==> config.mk <==
export PLATFORM = sky130hd
export DESIGN_NAME = block_to_disk_taskfile_address_flat
export DESIGN_NICKNAME = d
export VERILOG_FILES = /design/src/rtl/core/btd_pkg.sv /design/src/rtl/core/btd_if.sv /design/src/rtl/core/block_to_disk_taskfile_address.sv /design/src/rtl/core/btd_div_stage.sv /design/src/rtl/core/btd_format.sv /design/src/flat_wrapper.sv
export SDC_FILE = /design/constraint.sdc
export NUM_CORES = 2
export LEC_CHECK = 0
export BUFFER_PORTS_ARGS = -buffer_cell sky130_fd_sc_hd__buf_2
export CAP_MARGIN = 20
export CELL_PAD_IN_SITES_DETAIL_PLACEMENT = 0
export CELL_PAD_IN_SITES_GLOBAL_PLACEMENT = 1
export CORE_ASPECT_RATIO = 0.5
export CORE_MARGIN = 10
export CORE_UTILIZATION = 55
export CTS_CLUSTER_DIAMETER = 60
export DETAILED_ROUTE_END_ITERATION = 10
export GPL_TIMING_DRIVEN = 1
export PLACE_DENSITY_LB_ADDON = 0.3
export SYNTH_ARGS = -nofsm -noshare
export SYNTH_HDL_FRONTEND = slang
export SYNTH_SLANG_ARGS = --single-unit
==> constraint.sdc <==
create_clock -name clk -period 43.9 [get_ports clk]
set_input_delay 2.195 -clock clk [delete_from_list [all_inputs] [get_ports clk]]
set_output_delay 2.195 -clock clk [all_outputs]
set_load 0.005 [all_outputs]
==> src/rtl/core/btd_pkg.sv <==
// ----------------------------------------------------------------------------
// btd_pkg: shared types and constants of the task file address builder
// Widths, register indexes, task file bit codes and the pipeline word.
// ----------------------------------------------------------------------------
package btd_pkg;

  // Field widths.
  localparam int WORD_W      = 32;
  localparam int BYTE_W      = 8;
  localparam int HEAD_W      = 5;
  localparam int CFG_INDEX_W = 2;
  localparam int CFG_DATA_W  = 8;

  // Divider bits retired per pipeline stage; must divide WORD_W.
  localparam int STEPS_PER_STAGE = 8;

  // Configuration register indexes.
  typedef enum logic [CFG_INDEX_W-1:0] {
    REG_LBA_MODE     = 2'd0,
    REG_HEAD_COUNT   = 2'd1,
    REG_SECTORS      = 2'd2,
    REG_SECOND_DRIVE = 2'd3
  } reg_index_t;

  // Drive/head byte codes.
  localparam logic [BYTE_W-1:0] FLAG_LBA   = 8'h40;
  localparam logic [BYTE_W-1:0] SEL_FIRST  = 8'hA0;
  localparam logic [BYTE_W-1:0] SEL_SECOND = 8'hB0;

  // Geometry after reset.
  localparam logic [HEAD_W-1:0] RESET_HEADS   = 5'd16;
  localparam logic [BYTE_W-1:0] RESET_SECTORS = 8'd63;

  // Configuration as seen by the pipeline.
  typedef struct packed {
    logic              lba_mode;
    logic [HEAD_W-1:0] head_count;
    logic [BYTE_W-1:0] sectors_per_track;
    logic              second_drive;
  } cfg_t;

  // Fields that ride along with the divider.
  typedef struct packed {
    logic [WORD_W-1:0] block_number;
    logic [BYTE_W-1:0] transfer_sectors;
    logic [BYTE_W-1:0] sector_rem;
  } side_t;

  // One pipeline word: dividend shifting into quotient, partial remainder.
  typedef struct packed {
    logic [WORD_W-1:0] work;
    logic [BYTE_W-1:0] rem;
    side_t             side;
  } div_word_t;

endpackage

==> src/rtl/core/btd_if.sv <==
// ----------------------------------------------------------------------------
// btd_cmd_if / btd_tf_if: command and task file channels
// Valid/ready channels; a word moves when valid and ready are both high.
// ----------------------------------------------------------------------------
interface btd_cmd_if import btd_pkg::*; ();
  logic              valid;
  logic              ready;
  logic [WORD_W-1:0] block_number;
  logic [BYTE_W-1:0] transfer_sectors;

  modport source (output valid, block_number, transfer_sectors, input ready);
  modport sink   (input valid, block_number, transfer_sectors, output ready);
endinterface

interface btd_tf_if import btd_pkg::*; ();
  logic              valid;
  logic              ready;
  logic [BYTE_W-1:0] count_byte;
  logic [BYTE_W-1:0] sector_byte;
  logic [BYTE_W-1:0] cylinder_low_byte;
  logic [BYTE_W-1:0] cylinder_high_byte;
  logic [BYTE_W-1:0] drive_head_byte;
  logic              address_overflow;

  modport source (output valid, count_byte, sector_byte, cylinder_low_byte,
                  cylinder_high_byte, drive_head_byte, address_overflow,
                  input ready);
  modport sink   (input valid, count_byte, sector_byte, cylinder_low_byte,
                  cylinder_high_byte, drive_head_byte, address_overflow,
                  output ready);
endinterface

==> src/rtl/core/block_to_disk_taskfile_address.sv <==
// ----------------------------------------------------------------------------
// block_to_disk_taskfile_address: block number to disk task file bytes
// LBA slicing or CHS translation through a pipelined restoring divider.
// ----------------------------------------------------------------------------
// Channel  | Role   | Word
// ---------+--------+------------------------------------------------------
// cmd      | sink   | block_number, transfer_sectors
// tf       | source | count, sector, cylinder low/high, drive/head, overflow
// cfg_*    | write  | lba_mode, head_count, sectors_per_track, second_drive
//
// One word per cycle while tf accepts words; each of the two chained 32-bit divisions
// (by sectors, then by heads) retires STEPS quotient bits per register stage,
// and the output register follows the second division.
// Reset clears the valid bits and loads the default geometry (16 heads, 63
// sectors, CHS, first drive). A stalled output fills bubbles upstream first;
// cmd.ready drops only when every stage holds a word.
// ----------------------------------------------------------------------------
module block_to_disk_taskfile_address import btd_pkg::*; #(
  parameter int STEPS = STEPS_PER_STAGE
) (
  input  logic                   clk,
  input  logic                   rst,
  input  logic                   cfg_wen,
  input  logic [CFG_INDEX_W-1:0] cfg_index,
  input  logic [CFG_DATA_W-1:0]  cfg_data,
  btd_cmd_if.sink                cmd,
  btd_tf_if.source               tf
);

  localparam int DIV_STAGES = WORD_W / STEPS;
  localparam int TOTAL      = 2 * DIV_STAGES;

  cfg_t      cfg;
  logic      chain_valid [0:TOTAL];
  logic      chain_ready [0:TOTAL];
  div_word_t chain_data  [0:TOTAL];

  // Configuration registers.
  always_ff @(posedge clk) begin
    if (rst) begin
      cfg.lba_mode          <= 1'b0;
      cfg.head_count        <= RESET_HEADS;
      cfg.sectors_per_track <= RESET_SECTORS;
      cfg.second_drive      <= 1'b0;
    end else if (cfg_wen) begin
      unique case (reg_index_t'(cfg_index))
        REG_LBA_MODE:     cfg.lba_mode          <= cfg_data[0];
        REG_HEAD_COUNT:   cfg.head_count        <= cfg_data[HEAD_W-1:0];
        REG_SECTORS:      cfg.sectors_per_track <= cfg_data;
        REG_SECOND_DRIVE: cfg.second_drive      <= cfg_data[0];
      endcase
    end
  end

  // Command word enters the first divider with a cleared remainder.
  assign chain_valid[0]                  = cmd.valid;
  assign cmd.ready                       = chain_ready[0];
  assign chain_data[0].work              = cmd.block_number;
  assign chain_data[0].rem               = '0;
  assign chain_data[0].side.block_number = cmd.block_number;
  assign chain_data[0].side.transfer_sectors = cmd.transfer_sectors;
  assign chain_data[0].side.sector_rem   = '0;

  // Divider chain: block / sectors, then that quotient / heads.
  for (genvar k = 0; k < TOTAL; k++) begin : g_stage
    div_word_t         stage_in;
    logic [BYTE_W-1:0] stage_divisor;

    if (k == DIV_STAGES) begin : g_handoff
      // The sector remainder is parked and the quotient becomes the dividend.
      assign stage_in.work            = chain_data[k].work;
      assign stage_in.rem             = '0;
      assign stage_in.side.block_number     = chain_data[k].side.block_number;
      assign stage_in.side.transfer_sectors = chain_data[k].side.transfer_sectors;
      assign stage_in.side.sector_rem = chain_data[k].rem;
    end else begin : g_pass
      assign stage_in = chain_data[k];
    end

    if (k < DIV_STAGES) begin : g_by_sectors
      assign stage_divisor = cfg.sectors_per_track;
    end else begin : g_by_heads
      assign stage_divisor = BYTE_W'(cfg.head_count);
    end

    btd_div_stage #(
      .STEPS (STEPS)
    ) u_stage (
      .clk       (clk),
      .rst       (rst),
      .in_valid  (chain_valid[k]),
      .in_ready  (chain_ready[k]),
      .in_data   (stage_in),
      .divisor   (stage_divisor),
      .out_valid (chain_valid[k+1]),
      .out_ready (chain_ready[k+1]),
      .out_data  (chain_data[k+1])
    );
  end

  // Byte assembly and output register.
  btd_format u_format (
    .clk      (clk),
    .rst      (rst),
    .cfg      (cfg),
    .in_valid (chain_valid[TOTAL]),
    .in_ready (chain_ready[TOTAL]),
    .in_data  (chain_data[TOTAL]),
    .tf       (tf)
  );

`ifndef SYNTHESIS
  // The drive select bits always survive in the drive/head byte.
  a_select_bits: assert property (@(posedge clk) disable iff (rst)
    tf.valid |-> (tf.drive_head_byte[7] && tf.drive_head_byte[5]))
    else $error("drive select bits lost in drive/head byte");

  // A CHS result that fits has a one-based sector number.
  a_chs_sector: assert property (@(posedge clk) disable iff (rst)
    (tf.valid && !tf.address_overflow && !tf.drive_head_byte[6])
      |-> (tf.sector_byte != 8'd0))
    else $error("CHS sector number is zero without overflow");

  // Back pressure reaches the command side only when the pipeline is full.
  a_full_stall: assert property (@(posedge clk) disable iff (rst)
    !cmd.ready |-> (chain_valid[1] && tf.valid && !tf.ready))
    else $error("command stalled while the pipeline has room");
`endif

endmodule

==> src/rtl/core/btd_div_stage.sv <==
// ----------------------------------------------------------------------------
// btd_div_stage: one register stage of the restoring divider
// Retires STEPS quotient bits of a 32-bit dividend by an 8-bit divisor.
// ----------------------------------------------------------------------------
module btd_div_stage import btd_pkg::*; #(
  parameter int STEPS = STEPS_PER_STAGE
) (
  input  logic              clk,
  input  logic              rst,
  input  logic              in_valid,
  output logic              in_ready,
  input  div_word_t         in_data,
  input  logic [BYTE_W-1:0] divisor,
  output logic              out_valid,
  input  logic              out_ready,
  output div_word_t         out_data
);

  logic      valid;
  div_word_t data;
  div_word_t data_next;

  // The stage takes a word when it is empty or its word moves on.
  assign in_ready  = !valid || out_ready;
  assign out_valid = valid;
  assign out_data  = data;

  // Shift one dividend bit into the remainder per step and subtract if it fits.
  always_comb begin
    div_word_t         acc;
    logic [BYTE_W:0]   trial;
    acc = in_data;
    for (int i = 0; i < STEPS; i++) begin
      trial    = {acc.rem, acc.work[WORD_W-1]};
      acc.work = {acc.work[WORD_W-2:0], 1'b0};
      if (trial >= {1'b0, divisor}) begin
        acc.rem     = BYTE_W'(trial - {1'b0, divisor});
        acc.work[0] = 1'b1;
      end else begin
        acc.rem = trial[BYTE_W-1:0];
      end
    end
    data_next = acc;
  end

  // Valid bit under reset; payload loads with the handshake.
  always_ff @(posedge clk) begin
    if (rst) begin
      valid <= 1'b0;
    end else if (in_ready) begin
      valid <= in_valid;
    end
    if (in_ready && in_valid) begin
      data <= data_next;
    end
  end

endmodule

==> src/rtl/core/btd_format.sv <==
// ----------------------------------------------------------------------------
// btd_format: task file byte assembly and output register
// Builds the five task file bytes and overflow flag from the divider word.
// ----------------------------------------------------------------------------
module btd_format import btd_pkg::*; (
  input  logic       clk,
  input  logic       rst,
  input  cfg_t       cfg,
  input  logic       in_valid,
  output logic       in_ready,
  input  div_word_t  in_data,
  btd_tf_if.source   tf
);

  logic              valid;
  logic [BYTE_W-1:0] count_byte;
  logic [BYTE_W-1:0] sector_byte;
  logic [BYTE_W-1:0] cylinder_low_byte;
  logic [BYTE_W-1:0] cylinder_high_byte;
  logic [BYTE_W-1:0] drive_head_byte;
  logic              address_overflow;

  logic [BYTE_W-1:0] sector_next;
  logic [15:0]       cylinder_next;
  logic [BYTE_W-1:0] drive_head_next;
  logic              overflow_next;
  logic [BYTE_W-1:0] select;
  logic [WORD_W-1:0] blk;

  assign in_ready = !valid || tf.ready;

  assign tf.valid              = valid;
  assign tf.count_byte         = count_byte;
  assign tf.sector_byte        = sector_byte;
  assign tf.cylinder_low_byte  = cylinder_low_byte;
  assign tf.cylinder_high_byte = cylinder_high_byte;
  assign tf.drive_head_byte    = drive_head_byte;
  assign tf.address_overflow   = address_overflow;

  assign select = cfg.second_drive ? SEL_SECOND : SEL_FIRST;
  assign blk    = in_data.side.block_number;

  // LBA slices, zero geometry, or CHS translation from the division results.
  always_comb begin
    priority if (cfg.lba_mode) begin
      sector_next     = blk[7:0];
      cylinder_next   = blk[23:8];
      drive_head_next = {4'b0000, blk[27:24]} | FLAG_LBA | select;
      overflow_next   = |blk[31:28];
    end else if (cfg.head_count == '0 || cfg.sectors_per_track == '0) begin
      sector_next     = '0;
      cylinder_next   = '0;
      drive_head_next = select;
      overflow_next   = 1'b1;
    end else begin
      sector_next     = in_data.side.sector_rem + 8'd1;
      cylinder_next   = in_data.work[15:0];
      drive_head_next = {4'b0000, in_data.rem[3:0]} | select;
      overflow_next   = (|in_data.work[WORD_W-1:16]) || (|in_data.rem[BYTE_W-1:4]);
    end
  end

  // Output register.
  always_ff @(posedge clk) begin
    if (rst) begin
      valid <= 1'b0;
    end else if (in_ready) begin
      valid <= in_valid;
    end
    if (in_ready && in_valid) begin
      count_byte         <= in_data.side.transfer_sectors;
      sector_byte        <= sector_next;
      cylinder_low_byte  <= cylinder_next[7:0];
      cylinder_high_byte <= cylinder_next[15:8];
      drive_head_byte    <= drive_head_next;
      address_overflow   <= overflow_next;
    end
  end

endmodule
==> src/flat_wrapper.sv <==
// flat-port wrapper written by rule: the top's interface ports become plain ports
module block_to_disk_taskfile_address_flat import btd_pkg::*;
#(
  parameter int STEPS = STEPS_PER_STAGE
)
  (clk, rst, cfg_wen, cfg_index, cfg_data, cmd_valid, cmd_block_number, cmd_transfer_sectors, cmd_ready, tf_valid, tf_count_byte, tf_sector_byte, tf_cylinder_low_byte, tf_cylinder_high_byte, tf_drive_head_byte, tf_address_overflow, tf_ready);
  btd_cmd_if cmd_i ();
  btd_tf_if tf_i ();
  input  logic clk;
  input  logic rst;
  input  logic cfg_wen;
  input  logic [CFG_INDEX_W-1:0] cfg_index;
  input  logic [CFG_DATA_W-1:0] cfg_data;
  input wire logic [$bits(cmd_i.valid)-1:0] cmd_valid;
  input wire logic [$bits(cmd_i.block_number)-1:0] cmd_block_number;
  input wire logic [$bits(cmd_i.transfer_sectors)-1:0] cmd_transfer_sectors;
  output wire logic [$bits(cmd_i.ready)-1:0] cmd_ready;
  output wire logic [$bits(tf_i.valid)-1:0] tf_valid;
  output wire logic [$bits(tf_i.count_byte)-1:0] tf_count_byte;
  output wire logic [$bits(tf_i.sector_byte)-1:0] tf_sector_byte;
  output wire logic [$bits(tf_i.cylinder_low_byte)-1:0] tf_cylinder_low_byte;
  output wire logic [$bits(tf_i.cylinder_high_byte)-1:0] tf_cylinder_high_byte;
  output wire logic [$bits(tf_i.drive_head_byte)-1:0] tf_drive_head_byte;
  output wire logic [$bits(tf_i.address_overflow)-1:0] tf_address_overflow;
  input wire logic [$bits(tf_i.ready)-1:0] tf_ready;
  assign cmd_i.valid = cmd_valid;
  assign cmd_i.block_number = cmd_block_number;
  assign cmd_i.transfer_sectors = cmd_transfer_sectors;
  assign cmd_ready = cmd_i.ready;
  assign tf_valid = tf_i.valid;
  assign tf_count_byte = tf_i.count_byte;
  assign tf_sector_byte = tf_i.sector_byte;
  assign tf_cylinder_low_byte = tf_i.cylinder_low_byte;
  assign tf_cylinder_high_byte = tf_i.cylinder_high_byte;
  assign tf_drive_head_byte = tf_i.drive_head_byte;
  assign tf_address_overflow = tf_i.address_overflow;
  assign tf_i.ready = tf_ready;
  block_to_disk_taskfile_address #(.STEPS(STEPS)) u_core (.clk(clk), .rst(rst), .cfg_wen(cfg_wen), .cfg_index(cfg_index), .cfg_data(cfg_data), .cmd(cmd_i), .tf(tf_i));
endmodule
==> metrics.md <==
| Metric | Value |
|---|---|
| Run status | complete, no violations |
| Asr flop ratio synth | 0% |
| Area of the multi-input gates | 23500 sq um |
| Final Critical Period | 22.81 ns |
| Clock Path Buffers | 3 |
| Clock latency on the worst-skew pair | 0.66 ns |
| Least-Margin Pin Slew | 1.06 ns |
| Main synth FF type | edfxtp_1 |
| Sequential-to-total area share from yosys stat | 45.3% |
| Largest delay contributor family on the critical path | compound AO/OA/AOI/OAI gates |
| Synth Warn # | 0 |
| Final setup viols | 0 |
| Hold depth | 0 |
| Gates resized, CTS repair | 0 |
| Final ANT Viol Nets | 0 |
| Detailed placer's ending HPWL | 77.0 mm |
| Synth Area per Inst | 11.2 sq um |
| Final period utilization | 52.0% |
| Worst R2R End | u_core.g_stage[1].u_stage.out_data[52] |
| RSZ-0062 raised after global routing | no |
| Die Width | 424 microns |
| Most common cell type on the critical path | o21ai_0 |
| Synth Cell Area | 45000 sq um |
| CP max stage cell | a211oi_2 |
| RR Startpoint | u_core.g_stage[0].stage_divisor[1] |
| Via density | 5.86 |
| Syn Inst Count | 4013 |
| Crit. End Element | register |
| Detailed-router iteration count before antenna repair | 5 |
| R2R depth | 102 |
| Vias in the first global route | 29982 |
| Post-layout net count | 4709 |
| Crit path buffers/inverters | 10 |
| Hold EP | u_core.g_stage[6].u_stage.out_data[47] |
| H-tree levels | 3 |
| First-pass GRT wire length | 167 mm |
| Clock sink count | 687 |
| Grt total ovfl | 0 |
| CP peak stage delay | 0.67 ns |
| R2R Setup Slk | 21.09 ns |
| Area leader, netlist | edfxtp_1 |
| PortBufs | 95 |
| Placed cells | 5217 |
| CP Data Arrival Time | 23.22 ns |
| Average wire per standard cell | 19.8 microns |
| CP Class | reg -> reg |
| Clk root buf | clkbuf_16 |
| Core area | 81300 sq um |
| Post-synthesis cell type count | 119 |
| Final Hold Viols | 0 |
| Post-synthesis to final-layout area growth | 9.75% |
| Layout Cells excl Fill | 5335 |
| Max Clk Rate | 43.8 MHz |
| FILL cells | 6562 |
| Yosys top cell area share | 44.3% |
| Post-Route WL | 106 mm |
| Count leader, synth | edfxtp_1 |
| Number of buffers created by CTS | 67 |
| Critical Path RT | 44.31 ns |
| Initial antenna violation count | 11 |
| Register area | 20400 sq um |
| Die Area | 94300 sq um |
| FP Rows | 74 |
| Worst-path clk slew | 0.07 ns |
| Max-cap violation count | 0 |
| Post-synth top cells | 663 x edfxtp_1, 408 x ha_1, 271 x inv_1, 267 x a21oi_1, 265 x o21ai_0 |
| Via Count | 31270 |
| Ports | 98 |
| Synth Register Bits | 687 |
| Rel. slew slack | 29.3% |
| Crit-path max FO | 22 |
| Worst min-delay path class | reg -> reg |
| Largest net degree at the start of global routing | 65 |
| DRC | 0 |
| Hold Crit Start | u_core.g_stage[5].u_stage.out_data[47] |
| Clock skew | 0.0265 ns |
| Post-CTS setup buffer count | 0 |
| Tot GR Track Use | 22.2% |
| Number of max-slew violations in the final report | 0 |
| Vert. Die Dim | 222 microns |
| CTS tree | built |
| Starting Density | 55.3% |
| 1st-iter DRT viols | 2364 |
| Crit path launch type | register |
| CTS Hold Bufs | 0 |
| Fraction of layout cells with a size suffix above 1 | 11.6% |
| Setup TNS Final | 0 ns |
| Placer congestion estimate | 0.891 |
| Top post-synthesis cells by area | edfxtp_1 44%, ha_1 11%, mux2_2 3.4%, a21oi_1 3.0%, o21ai_0 2.9% |
| Post-synth EDFFs | 663 |
-- cell usage in the layout (no fill, tap or decap), types with 104 or more instances in the layout --
cell	synthesis	routed
o21ai_0	265	265
a21oi_1	267	267
edfxtp_1	663	663
xnor2_1	150	150
ha_1	408	408
a21o_1	127	127
nor2b_1	108	104
inv_1	271	269
nand2_1	219	219
xor2_1	123	123
nor2_1	223	223
mux2_2	135	135
-- stage by stage --
| stage | cell area (sq um) | setup slack (ns) | hold slack (ns) | util [%] |
|---|---|---|---|---|
| after global placement | 47100 | 21.83 | 0.400 | 58.0 |
| after CTS | 49300 | 21.25 | 0.400 | 60.7 |
| after global routing | 49300 | 18.58 | 0.410 | 60.7 |
| final | 49300 | 21.09 | 0.410 | 60.7 |
| after detailed placement | 47100 | 21.30 | 0.405 | 58.0 |
| after floorplan | 45000 | 21.94 | 0.400 | - |
-- routing by layer --
layer  wire length [microns]  global-route usage [%]  vias up
li1                        -                       -    15296
met1                   51200                    32.8    15036
met2                   46300                    33.9      792
met3                    6380                    3.26      144
met4                    1980                    5.53        2
met5                       9                       0        -
-- kinds of logic (layout without fill, tap and decap cells) --
logic type                 Yosys count  after routing  share of synthesized area (%)
and+or+nand+nor                   1024           1024                           12.2
AOI/OAI and AO/OA                  995            995                           14.5
DFF                                687            687                           45.3
adders and majority gates          470            470                           14.1
buffers and inverters              324            542                           2.75
xor gates and xnor gates           273            273                           5.32
muxes                              239            239                           5.84
other                                1              3                        0.00834
-- state kept, by name (all words and copies together) (netlist names) --
signal	flops
u_core.g_stage.u_stage.out_data	624
u_core.cfg	7
u_core.u_format.tf.count_byte	8
u_core.g_stage.u_stage.out_valid	8
u_core.u_format.tf.sector_byte	8
u_core.u_format.tf.valid	1
u_core.g_stage.stage_divisor	8
u_core.u_format.tf.cylinder_low_byte	8
u_core.u_format.tf.address_overflow	1
u_core.u_format.tf.cylinder_high_byte	8
u_core.u_format.tf.drive_head_byte	6
-- worst max-delay path by stage --
stage	from	slack (ns)	depth (start not counted)	to
detailed placement	u_core.g_stage[0].stage_divisor[1]	21.30	102	u_core.g_stage[1].u_stage.out_data[52]
global route	u_core.g_stage[0].stage_divisor[1]	18.58	102	u_core.g_stage[1].u_stage.out_data[55]
floorplan	u_core.g_stage[0].stage_divisor[1]	21.94	106	u_core.g_stage[1].u_stage.out_data[49]
global placement	u_core.g_stage[0].stage_divisor[1]	21.83	102	u_core.g_stage[1].u_stage.out_data[52]
finish	u_core.g_stage[0].stage_divisor[1]	21.09	102	u_core.g_stage[1].u_stage.out_data[52]
CTS	u_core.g_stage[0].stage_divisor[1]	21.25	102	u_core.g_stage[1].u_stage.out_data[52]
-- worst register-to-register path, delay by kind of cell (launching register included) --
family	cells	cell delay, ns
AO/OA/AOI/OAI	65	14.48
AND/OR/NAND/NOR	18	3.04
adder cells (fa/ha/maj)	8	2.49
buffers and inverters	10	1.79
multiplexers	1	0.42
flip-flops	1	0.38
-- layout make-up --
cell class	instances	area share [%]
Antenna cell	1	0.00507
Clock buffer	79	3.49
Clock inverter	38	0.976
Inverter	280	2.13
Multi-Input combinational cell	3003	47.5
Sequential cell	687	41.3
Tap cell	1102	2.79
Timing Repair Buffer	145	1.76
Power is not shown: default switching activity piles up to over one toggle a cycle in this logic, so the estimate is an artifact.
